### src/hw/rtl/hsv_pkg.sv
// Shared types and constants for the HSV to RGB pixel converter.
package hsv_pkg;

  // Hue and fraction constants
  localparam int unsigned HUE_FULL_TURN = 23040;  // 360 degrees in 1/64 degree units
  localparam int unsigned HUE_SECTOR    = 3840;   // 60 degrees
  localparam int unsigned FRAC_ONE      = 4096;   // 1.0 in the 12-bit hue fraction
  localparam int unsigned FRAC_DEN      = 255 * FRAC_ONE;

  // floor(rem * 16 / 15) == (rem * FRAC_RECIP) >> FRAC_SHIFT for rem < 3840
  localparam int unsigned FRAC_RECIP = 34953;
  localparam int unsigned FRAC_SHIFT = 15;

  // floor(y / 255) == (y * DIV255_RECIP) >> DIV255_SHIFT for y < 2**16
  localparam int unsigned DIV255_RECIP = 32897;
  localparam int unsigned DIV255_SHIFT = 23;

  // Rounding offsets: half of 255, half of 255*4096
  localparam int unsigned P_ROUND = 127;
  localparam int unsigned Q_ROUND = FRAC_DEN / 2;

  // Hue sector, 60 degrees each
  typedef enum logic [2:0] {
    SEC_RY = 3'd0,
    SEC_YG = 3'd1,
    SEC_GC = 3'd2,
    SEC_CB = 3'd3,
    SEC_BM = 3'd4,
    SEC_MR = 3'd5
  } hsv_sector_t;

  // Input pixel
  typedef struct packed {
    logic [14:0] hue;
    logic [7:0]  saturation;
    logic [7:0]  brightness;
  } hsv_pixel_t;

  // Output pixel
  typedef struct packed {
    logic [7:0] red;
    logic [7:0] green;
    logic [7:0] blue;
  } hsv_rgb_t;

  // Hue split into sector and fraction
  typedef struct packed {
    hsv_sector_t sector;
    logic [11:0] frac;
    logic [7:0]  sat;
    logic [7:0]  val;
  } hsv_frac_t;

  // Rounded numerators of p, q and t, ready for the divide by 255
  typedef struct packed {
    hsv_sector_t sector;
    logic [7:0]  val;
    logic [15:0] yp;
    logic [15:0] yq;
    logic [15:0] yt;
  } hsv_num_t;

endpackage

### src/hw/rtl/hsv_sector.sv
// Two-stage hue split: wrap, sector select, then 12-bit fraction.
module hsv_sector (
  input  logic               clk,
  input  logic               rst,
  input  logic               valid_in,
  input  hsv_pkg::hsv_pixel_t pixel,
  output logic               valid_out,
  output hsv_pkg::hsv_frac_t frac_out
);

  logic [14:0]         hue_w;
  hsv_pkg::hsv_sector_t sector_next;
  logic [14:0]         base_next;
  logic [14:0]         rem_full;

  logic                valid1;
  hsv_pkg::hsv_sector_t sector1;
  logic [11:0]         rem1;
  logic [7:0]          sat1;
  logic [7:0]          val1;
  logic [27:0]         frac_prod;

  // Map a hue of a full turn or more to zero and pick the sector by compare
  always_comb begin
    hue_w = (pixel.hue >= 15'(hsv_pkg::HUE_FULL_TURN)) ? 15'd0 : pixel.hue;
    if (hue_w >= 15'(5 * hsv_pkg::HUE_SECTOR)) begin
      sector_next = hsv_pkg::SEC_MR;
      base_next   = 15'(5 * hsv_pkg::HUE_SECTOR);
    end else if (hue_w >= 15'(4 * hsv_pkg::HUE_SECTOR)) begin
      sector_next = hsv_pkg::SEC_BM;
      base_next   = 15'(4 * hsv_pkg::HUE_SECTOR);
    end else if (hue_w >= 15'(3 * hsv_pkg::HUE_SECTOR)) begin
      sector_next = hsv_pkg::SEC_CB;
      base_next   = 15'(3 * hsv_pkg::HUE_SECTOR);
    end else if (hue_w >= 15'(2 * hsv_pkg::HUE_SECTOR)) begin
      sector_next = hsv_pkg::SEC_GC;
      base_next   = 15'(2 * hsv_pkg::HUE_SECTOR);
    end else if (hue_w >= 15'(hsv_pkg::HUE_SECTOR)) begin
      sector_next = hsv_pkg::SEC_YG;
      base_next   = 15'(hsv_pkg::HUE_SECTOR);
    end else begin
      sector_next = hsv_pkg::SEC_RY;
      base_next   = 15'd0;
    end
    rem_full = hue_w - base_next;
  end

  // Stage 1: sector and remainder
  always_ff @(posedge clk) begin
    if (rst) begin
      valid1 <= 1'b0;
    end else begin
      valid1 <= valid_in;
    end
    sector1 <= sector_next;
    rem1    <= rem_full[11:0];
    sat1    <= pixel.saturation;
    val1    <= pixel.brightness;
  end

  // Scale remainder to a 12-bit fraction by reciprocal multiply
  assign frac_prod = 28'(rem1) * 28'(hsv_pkg::FRAC_RECIP);

  // Stage 2: fraction
  always_ff @(posedge clk) begin
    if (rst) begin
      valid_out <= 1'b0;
    end else begin
      valid_out <= valid1;
    end
    frac_out.sector <= sector1;
    frac_out.frac   <= frac_prod[hsv_pkg::FRAC_SHIFT +: 12];
    frac_out.sat    <= sat1;
    frac_out.val    <= val1;
  end

endmodule

### src/hw/rtl/hsv_product.sv
// Three-stage fixed-point product path for p, q and t numerators.
module hsv_product (
  input  logic               clk,
  input  logic               rst,
  input  logic               valid_in,
  input  hsv_pkg::hsv_frac_t frac_in,
  output logic               valid_out,
  output hsv_pkg::hsv_num_t  num_out
);

  logic [19:0] sf_prod;
  logic [20:0] sg_prod;
  logic [12:0] frac_inv;

  logic                 valid_a;
  hsv_pkg::hsv_sector_t sector_a;
  logic [7:0]           val_a;
  logic [7:0]           np_a;
  logic [19:0]          nq_a;
  logic [19:0]          nt_a;

  logic                 valid_b;
  hsv_pkg::hsv_sector_t sector_b;
  logic [7:0]           val_b;
  logic [15:0]          xp_b;
  logic [27:0]          xq_b;
  logic [27:0]          xt_b;

  logic [28:0]          q_sum;
  logic [28:0]          t_sum;

  // Saturation times fraction and times its complement
  always_comb begin
    frac_inv = 13'(hsv_pkg::FRAC_ONE) - {1'b0, frac_in.frac};
    sf_prod  = 20'(frac_in.sat) * 20'(frac_in.frac);
    sg_prod  = 21'(frac_in.sat) * 21'(frac_inv);
  end

  // Stage A: numerators before the value multiply
  always_ff @(posedge clk) begin
    if (rst) begin
      valid_a <= 1'b0;
    end else begin
      valid_a <= valid_in;
    end
    sector_a <= frac_in.sector;
    val_a    <= frac_in.val;
    np_a     <= 8'd255 - frac_in.sat;
    nq_a     <= 20'(hsv_pkg::FRAC_DEN) - sf_prod;
    nt_a     <= 20'(21'(hsv_pkg::FRAC_DEN) - sg_prod);
  end

  // Stage B: scale by value
  always_ff @(posedge clk) begin
    if (rst) begin
      valid_b <= 1'b0;
    end else begin
      valid_b <= valid_a;
    end
    sector_b <= sector_a;
    val_b    <= val_a;
    xp_b     <= 16'(val_a) * 16'(np_a);
    xq_b     <= 28'(val_a) * 28'(nq_a);
    xt_b     <= 28'(val_a) * 28'(nt_a);
  end

  // Add half the divisor; drop the power-of-two part of 255*4096
  assign q_sum = 29'(xq_b) + 29'(hsv_pkg::Q_ROUND);
  assign t_sum = 29'(xt_b) + 29'(hsv_pkg::Q_ROUND);

  // Stage C: rounded numerators over 255
  always_ff @(posedge clk) begin
    if (rst) begin
      valid_out <= 1'b0;
    end else begin
      valid_out <= valid_b;
    end
    num_out.sector <= sector_b;
    num_out.val    <= val_b;
    num_out.yp     <= xp_b + 16'(hsv_pkg::P_ROUND);
    num_out.yq     <= q_sum[27:12];
    num_out.yt     <= t_sum[27:12];
  end

endmodule

### src/hw/rtl/hsv_div255.sv
// Registered divide by 255 through a reciprocal multiply.
module hsv_div255 (
  input  logic        clk,
  input  logic [15:0] dividend,
  output logic [7:0]  quotient
);

  logic [31:0] prod;

  // Hold the product for one stage, then shift
  always_ff @(posedge clk) begin
    prod <= 32'(dividend) * 32'(hsv_pkg::DIV255_RECIP);
  end

  assign quotient = prod[hsv_pkg::DIV255_SHIFT +: 8];

endmodule

### src/hw/rtl/hsv_to_rgb_converter_unit.sv
// Top level of the HSV to RGB pixel converter.
// Converts one HSV pixel per clock. A pixel is taken at each rising edge with
// start high and busy low; busy never rises, so a new pixel may follow every
// cycle. Its RGB result appears on result, marked by result_valid for exactly
// one cycle, once the pixel has passed all stages: two stages split the hue into
// sector and fraction, three stages form and round the p, q and t numerators,
// one stage holds the divide-by-255 reciprocal products and one registers the
// six-sector assignment. Results come out in input order and must be taken
// when shown; there is no result buffering.
module hsv_to_rgb_converter_unit (
  input  logic                clk,
  input  logic                rst,
  input  logic                start,
  output logic                busy,
  input  hsv_pkg::hsv_pixel_t pixel,
  output logic                result_valid,
  output hsv_pkg::hsv_rgb_t   result
);

  logic               frac_valid;
  hsv_pkg::hsv_frac_t frac_data;
  logic               num_valid;
  hsv_pkg::hsv_num_t  num_data;

  logic                 div_valid;
  hsv_pkg::hsv_sector_t div_sector;
  logic [7:0]           div_val;
  logic [7:0]           p_q;
  logic [7:0]           q_q;
  logic [7:0]           t_q;

  hsv_pkg::hsv_rgb_t    rgb_next;

  // Pipeline never stalls
  assign busy = 1'b0;

  hsv_sector u_sector (
    .clk      (clk),
    .rst      (rst),
    .valid_in (start && !busy),
    .pixel    (pixel),
    .valid_out(frac_valid),
    .frac_out (frac_data)
  );

  hsv_product u_product (
    .clk      (clk),
    .rst      (rst),
    .valid_in (frac_valid),
    .frac_in  (frac_data),
    .valid_out(num_valid),
    .num_out  (num_data)
  );

  hsv_div255 u_div_p (.clk(clk), .dividend(num_data.yp), .quotient(p_q));
  hsv_div255 u_div_q (.clk(clk), .dividend(num_data.yq), .quotient(q_q));
  hsv_div255 u_div_t (.clk(clk), .dividend(num_data.yt), .quotient(t_q));

  // Carry sector and value alongside the divider stage
  always_ff @(posedge clk) begin
    if (rst) begin
      div_valid <= 1'b0;
    end else begin
      div_valid <= num_valid;
    end
    div_sector <= num_data.sector;
    div_val    <= num_data.val;
  end

  // Place v, p, q and t by sector
  always_comb begin
    case (div_sector)
      hsv_pkg::SEC_RY: rgb_next = '{red: div_val, green: t_q,     blue: p_q};
      hsv_pkg::SEC_YG: rgb_next = '{red: q_q,     green: div_val, blue: p_q};
      hsv_pkg::SEC_GC: rgb_next = '{red: p_q,     green: div_val, blue: t_q};
      hsv_pkg::SEC_CB: rgb_next = '{red: p_q,     green: q_q,     blue: div_val};
      hsv_pkg::SEC_BM: rgb_next = '{red: t_q,     green: p_q,     blue: div_val};
      default:         rgb_next = '{red: div_val, green: p_q,     blue: q_q};
    endcase
  end

  // Output register and strobe
  always_ff @(posedge clk) begin
    if (rst) begin
      result_valid <= 1'b0;
    end else begin
      result_valid <= div_valid;
    end
    result <= rgb_next;
  end

endmodule

### config.mk
export PLATFORM = sky130hd
export DESIGN_NAME = hsv_to_rgb_converter_unit
export DESIGN_NICKNAME = d
export VERILOG_FILES = /design/src/hw/rtl/hsv_pkg.sv /design/src/hw/rtl/hsv_sector.sv /design/src/hw/rtl/hsv_product.sv /design/src/hw/rtl/hsv_div255.sv /design/src/hw/rtl/hsv_to_rgb_converter_unit.sv
export SDC_FILE = /design/constraint.sdc
export NUM_CORES = 2
export LEC_CHECK = 0
export ABC_AREA = 1
export BUFFER_PORTS_ARGS = -buffer_cell sky130_fd_sc_hd__buf_4
export CAP_MARGIN = 20
export CELL_PAD_IN_SITES_DETAIL_PLACEMENT = 2
export CELL_PAD_IN_SITES_GLOBAL_PLACEMENT = 2
export CORE_MARGIN = 1.5
export CORE_UTILIZATION = 35
export DETAILED_ROUTE_END_ITERATION = 10
export GPL_TIMING_DRIVEN = 1
export PLACE_DENSITY_LB_ADDON = 0.1
export SLEW_MARGIN = 20
export SYNTH_ARGS = -nofsm -noshare
export SYNTH_HDL_FRONTEND = slang
export SYNTH_HIERARCHICAL = 1
export SYNTH_SLANG_ARGS = --single-unit
### constraint.sdc
create_clock -name clk -period 4.55 [get_ports clk]
set_clock_uncertainty 0.1 [all_clocks]
set_input_delay 0.6825 -clock clk [delete_from_list [all_inputs] [get_ports clk]]
set_output_delay 0.6825 -clock clk [all_outputs]
set_load 0.03 [all_outputs]
# Word level (Yosys, flattened, before mapping)
# Index checks and enable logic that the tools add are counted.
# totals
rom_bits,0
ff_bits,398
memories,0
word_cells,79
latchBits,0
ramBits,0
in_bits,34
# op_classes
shifts,0
magnitude_cmp,6
mul,9
n_div,0
mux,11
bitwise_logic,0
add_sub_neg,8
n_eq_ne,4
n_reduce_logical,2
# op_table
cell,count
24-bit one-hot mux with 5 select lines,1
16-bit by 16-bit multiplier with 31-bit output (second input constant),3
12-bit two-way mux,5
28-bit by 19-bit adder with 28-bit output (second input constant),2
8-bit by 20-bit multiplier with 28-bit output,2
20-bit subtractor (first input constant),2
15-bit by 14-bit greater-or-equal comparator with 1-bit output (second input constant),2
15-bit greater-or-equal comparator (second input constant),2
12-bit by 16-bit multiplier with 27-bit output (second input constant),1
8-bit by 12-bit multiplier with 20-bit output,1
8-bit by 13-bit multiplier with 20-bit output,1
16-bit by 7-bit adder with 16-bit output (second input constant),1
8-bit by 8-bit multiplier with 16-bit output,1
15-bit by 12-bit greater-or-equal comparator with 1-bit output (second input constant),1
15-bit by 13-bit greater-or-equal comparator with 1-bit output (second input constant),1
15-bit two-way mux,1
13-bit by 12-bit subtractor with 13-bit output (first input constant),1
12-bit subtractor,1
8-bit subtractor (first input constant),1
3-bit by 2-bit == test with 1-bit output (second input constant),2
3-bit two-way mux,2
3-bit by 1-bit == test with 1-bit output (second input constant),1
3-bit == test (second input constant),1
3-bit logical NOT,1
other kinds (2),3

# Longest topological paths before layout
# logic_depth
depth_word,9
depth_mapped,28
mapped_depth_nobuf,27

# By module
# Netlist, hierarchy kept.
# modules_own_cells
mod,seq_area_each_um2,n_inst,area_each_um2,cells_each
hsv_product,3623.5,1,24720.0,3277
hsv_div255,160.2,3,1883.1,275
hsv_sector,1281.2,1,3318.2,362
hsv_to_rgb_converter_unit,740.7,1,1836.8,250

# Worst setup path before layout
# Ideal clock, no wire load.
# synth_timing
path_kind,register to register
from,reg u_sector/frac_out[16] (netlist name)
to,reg u_product.nt_a[19]
t_required_ns,4.338
t_arrival_ns,4.568
period_less_slack_ns,4.780
setup_time_ns,0.112
path_buffers,1
path_slack_ns,-0.230
path_stages_with_launch,24
path_cell_list,dfxtp_1 > buf_6 > inv_2 > ha_1 > nand3_2 > or2_1 > o21ai_0 > nand2_1 > nor2_1 > fa_1 > inv_1 > fa_1 > fa_1 > inv_1 > fa_1 > inv_1 > ha_1 > a21o_1 > a21oi_1 > o21ai_0 > nand2_1 > nand2_1 > nand2_1 > nand2_1
# synth_between
elab_chain_cells,3
# synth_rtl
element,line,source
start: declaration,hsv_sector.sv:8,output hsv_pkg::hsv_frac_t frac_out
13-bit by 12-bit subtractor with 13-bit output,hsv_product.sv:34,"frac_inv = 13'(hsv_pkg::FRAC_ONE) - {1'b0, frac_in.frac};"
8-bit by 13-bit multiplier with 20-bit output,hsv_product.sv:36,sg_prod = 21'(frac_in.sat) * 21'(frac_inv);
20-bit subtractor,hsv_product.sv:50,nt_a <= 20'(21'(hsv_pkg::FRAC_DEN) - sg_prod);
end signal: assignment,hsv_product.sv:50,
end: declaration,hsv_product.sv:20,logic [19:0] nt_a;
# Every way passes these cells.
# A chain may end at the register's enable or synchronous reset.

# Final worst setup path
# layout_timing
from,reg u_sector/frac_out[17] (netlist name)
to,reg u_product.nt_a[15]
# The elaborated chain is that of the path after synthesis.

==> qor.yml <==
status: "finished with violations"
violations: "negative setup slack"
slew_violations: 0
crit_arrival_ns: 5.18
grt_use_total_pct: 21.74
fin_ws_ns: -0.2248
cts_hold_buffers: 0
clock_path_buffers: 3
route.vias.total: 30090
ys_types: 59
coreArea_um2: 100300
io_buffers: 58
maxCapViolations: 0
syn_area_per_cell_um2: 7.536
cts_root_buf: "clkbuf_16"
final_nets: 5845
critPathKind: "flop to flop"
fin_crit_sh_pct: 104.9
rsz0062_at_grt: "yes"
hold_viol: 0
setup_violations: 11
synth_ff_type: "dfxtp_1"
fillers: 11450
cts.sinks: 306
drt_first_pass_iters: 5
grt_max_degree: 33
synth_seq_cells: 306
layout-drive-gt1-share_pct: 16.24
grt_pass1_vias: 34080
startpoint_type: "flop"
clk_latency_ns: 0.62
regArea_um2: 6156
drt-initial-drc-count: 751
routed_via_density: 4.751
final_cell_area_um2: 42650
hold_class: "input port to flop"
final_common_cell: "inv_1"
crit_required_ns: 4.96
die_x_um: 321.6
finalCriticalPeriod_ns: 4.775
worstMarginPinSlew_ns: 0.8751
whs_ns: 0.06093
detail_route.wirelength_um: 112800
ys_seq_area_share_pct: 17.24
dpl-instance-area_um2: 38930
drc: 0
start_util_pct: 35.42
clk_pin_slew_ns: 0.05
gp_congestion: 0.8278
clock.fmax_ghz: 0.2094
multi_input_area_um2: 26360
synth_enable_flop_cells: 0
mostFrequentLayoutCells: "inv_1 (1084), nand2_1 (1073), ha_1 (428)"
yosysWarningCount: 6
ant_nets: 0
area_delta_synth_final_pct: 20.07
async_flop_share_pct: 0
synthCells: 4714
overflow: 0
grt_antenna_before_repair: 3
cts_buffers: 41
wl_per_cell_um: 17.81
cts-htree-levels: 2
syn_area_um2: 35520
die_h_um: 321.6
grt_pass1_wl_um: 180000
fin_util_pct: 42.53
endpoint_kind: "flop"
crit_path_max_fanout: 4
die_area_um2: 103400
hpwlAfterDp_um: 90590
maxSlewHeadroom_pct: 41.60
fp-row-count: 116
syn-num-nets: 5617
cts_tree: "yes"
io_pins: 60
## final cells by class
cell class,instances,share of cell area [%]
inverters,1145,10.12
diodes,2,0.01173
flip-flops and latches,306,14.43
well taps,1357,3.981
clock buffers,49,2.546
multi-input cells,3131,61.80
repair buffers,317,6.442
clock inverters,27,0.6659
## routing by layer
| metal | vias to the layer above | track usage (%) | share of wire, % |
|---|---|---|---|
| li1 | 14660 | - | - |
| met1 | 15090 | 27.37 | 44 |
| met2 | 215 | 39.25 | 51 |
| met3 | 122 | 1.899 | 1.8 |
| met4 | 2 | 6.352 | 2.5 |
| met5 | - | 0 | 0.0062 |
## what timing repair did
item                                   in CTS  in global routing
endpoints found under the hold margin       0                  0
gates resized for setup                   144                320
buffers inserted                           21                 30
setup endpoints to repair                  29                 53
cloned                                      3                  0
pin swaps                                  81                183
## logic make-up after synthesis
group,after synthesis,share of synthesized area [%]
AO/OA/AOI/OAI,341,5.544
XOR/XNOR,133,3.279
adder cells (fa/ha/maj),869,38.87
buffers and inverters,1277,13.95
flip-flops,306,17.24
other,1,0.01056
AND/OR/NAND/NOR,1787,21.10
## path summary, 6_finish.rpt
path	start	endpoint	slack [ns]	cells after the start
setup / recovery	u_sector/frac_out[17]	u_product/nt_a[15]	-0.22	23
hold / removal	pixel[10]	u_sector/sat1[2]	0.06	1
setup reg to reg	u_sector/frac_out[17]	u_product/nt_a[15]	-0.22	23
hold reg to reg	u_product/val_b[0]	u_product/num_out[48]	0.22	0
## worst max-delay path, stage by stage, from the launching register on
cell,delay (ns)
dfxtp_2,0.34
inv_4,0.08
ha_4,0.15
nand3_4,0.08
or2_4,0.27
o21ai_2,0.13
nand2_2,0.11
inv_2,0.12
buf_6,0.12
nand2_2,0.06
fa_2,0.54
fa_1,0.42
fa_1,0.49
inv_1,0.05
fa_1,0.53
inv_1,0.06
ha_4,0.24
nand2_1,0.13
inv_1,0.08
nand2_1,0.07
nand2_1,0.09
a21oi_1,0.18
nand2_1,0.08
xor2_1,0.14
## synthesized netlist by cell type (all sizes together) (2+ instances only)
| master | count | area [um^2] |
|---|---|---|
| and2 | 3 | 18.77 |
| inv | 1141 | 4288 |
| o31ai | 3 | 22.52 |
| nor3b | 7 | 52.55 |
| a21boi | 16 | 120.1 |
| o2111ai | 2 | 17.52 |
| o21a | 11 | 82.58 |
| nand4 | 75 | 490.5 |
| nor2 | 307 | 1222 |
| fa | 391 | 7828 |
| nand3b | 5 | 37.54 |
| o211a | 3 | 30.03 |
| buf | 39 | 251.5 |
| nor4 | 4 | 25.02 |
| clkbuf | 93 | 400.4 |
| a211oi | 5 | 37.54 |
| nand3 | 163 | 868.3 |
| dfxtp | 306 | 6126 |
| or2 | 4 | 25.02 |
| a21oi | 152 | 760.7 |
| xnor2 | 42 | 367.9 |
| o211ai | 5 | 37.54 |
| clkinv | 4 | 16.26 |
| ha | 478 | 5981 |
| nor3 | 45 | 271.5 |
| a31oi | 5 | 31.28 |
| o21ai | 95 | 494.2 |
| xor2 | 91 | 797.0 |
| o21bai | 19 | 142.6 |
| a21o | 21 | 157.7 |
| nand2 | 1173 | 4478 |
## state kept, by name (all words and copies together), names as in the netlist, 12 cells and up
signal,cells
u_product/nq_a,19
u_product/nt_a,20
u_sector/rem1,12
u_sector/frac_out,31
u_product/xq_b,17
result,24
u_product/xt_b,17
u_product/num_out,59
u_product/xp_b,16
## stage by stage
stage          std cells  TNS [ns]  worst slack, ns
6_report            6334    -1.419          -0.2248
5_1_grt             6333    -5.007          -0.4338
4_1_cts             6305   -0.6597          -0.1321
3_5_place_dp        6205    -2.872          -0.3677
3_3_place_gp        6205    -1.117          -0.1717
2_1_floorplan       4714         0         0.008170
Power is left out: the tool's default activity adds up to more than one toggle a clock period on the data nets, which glitch-free logic cannot reach.
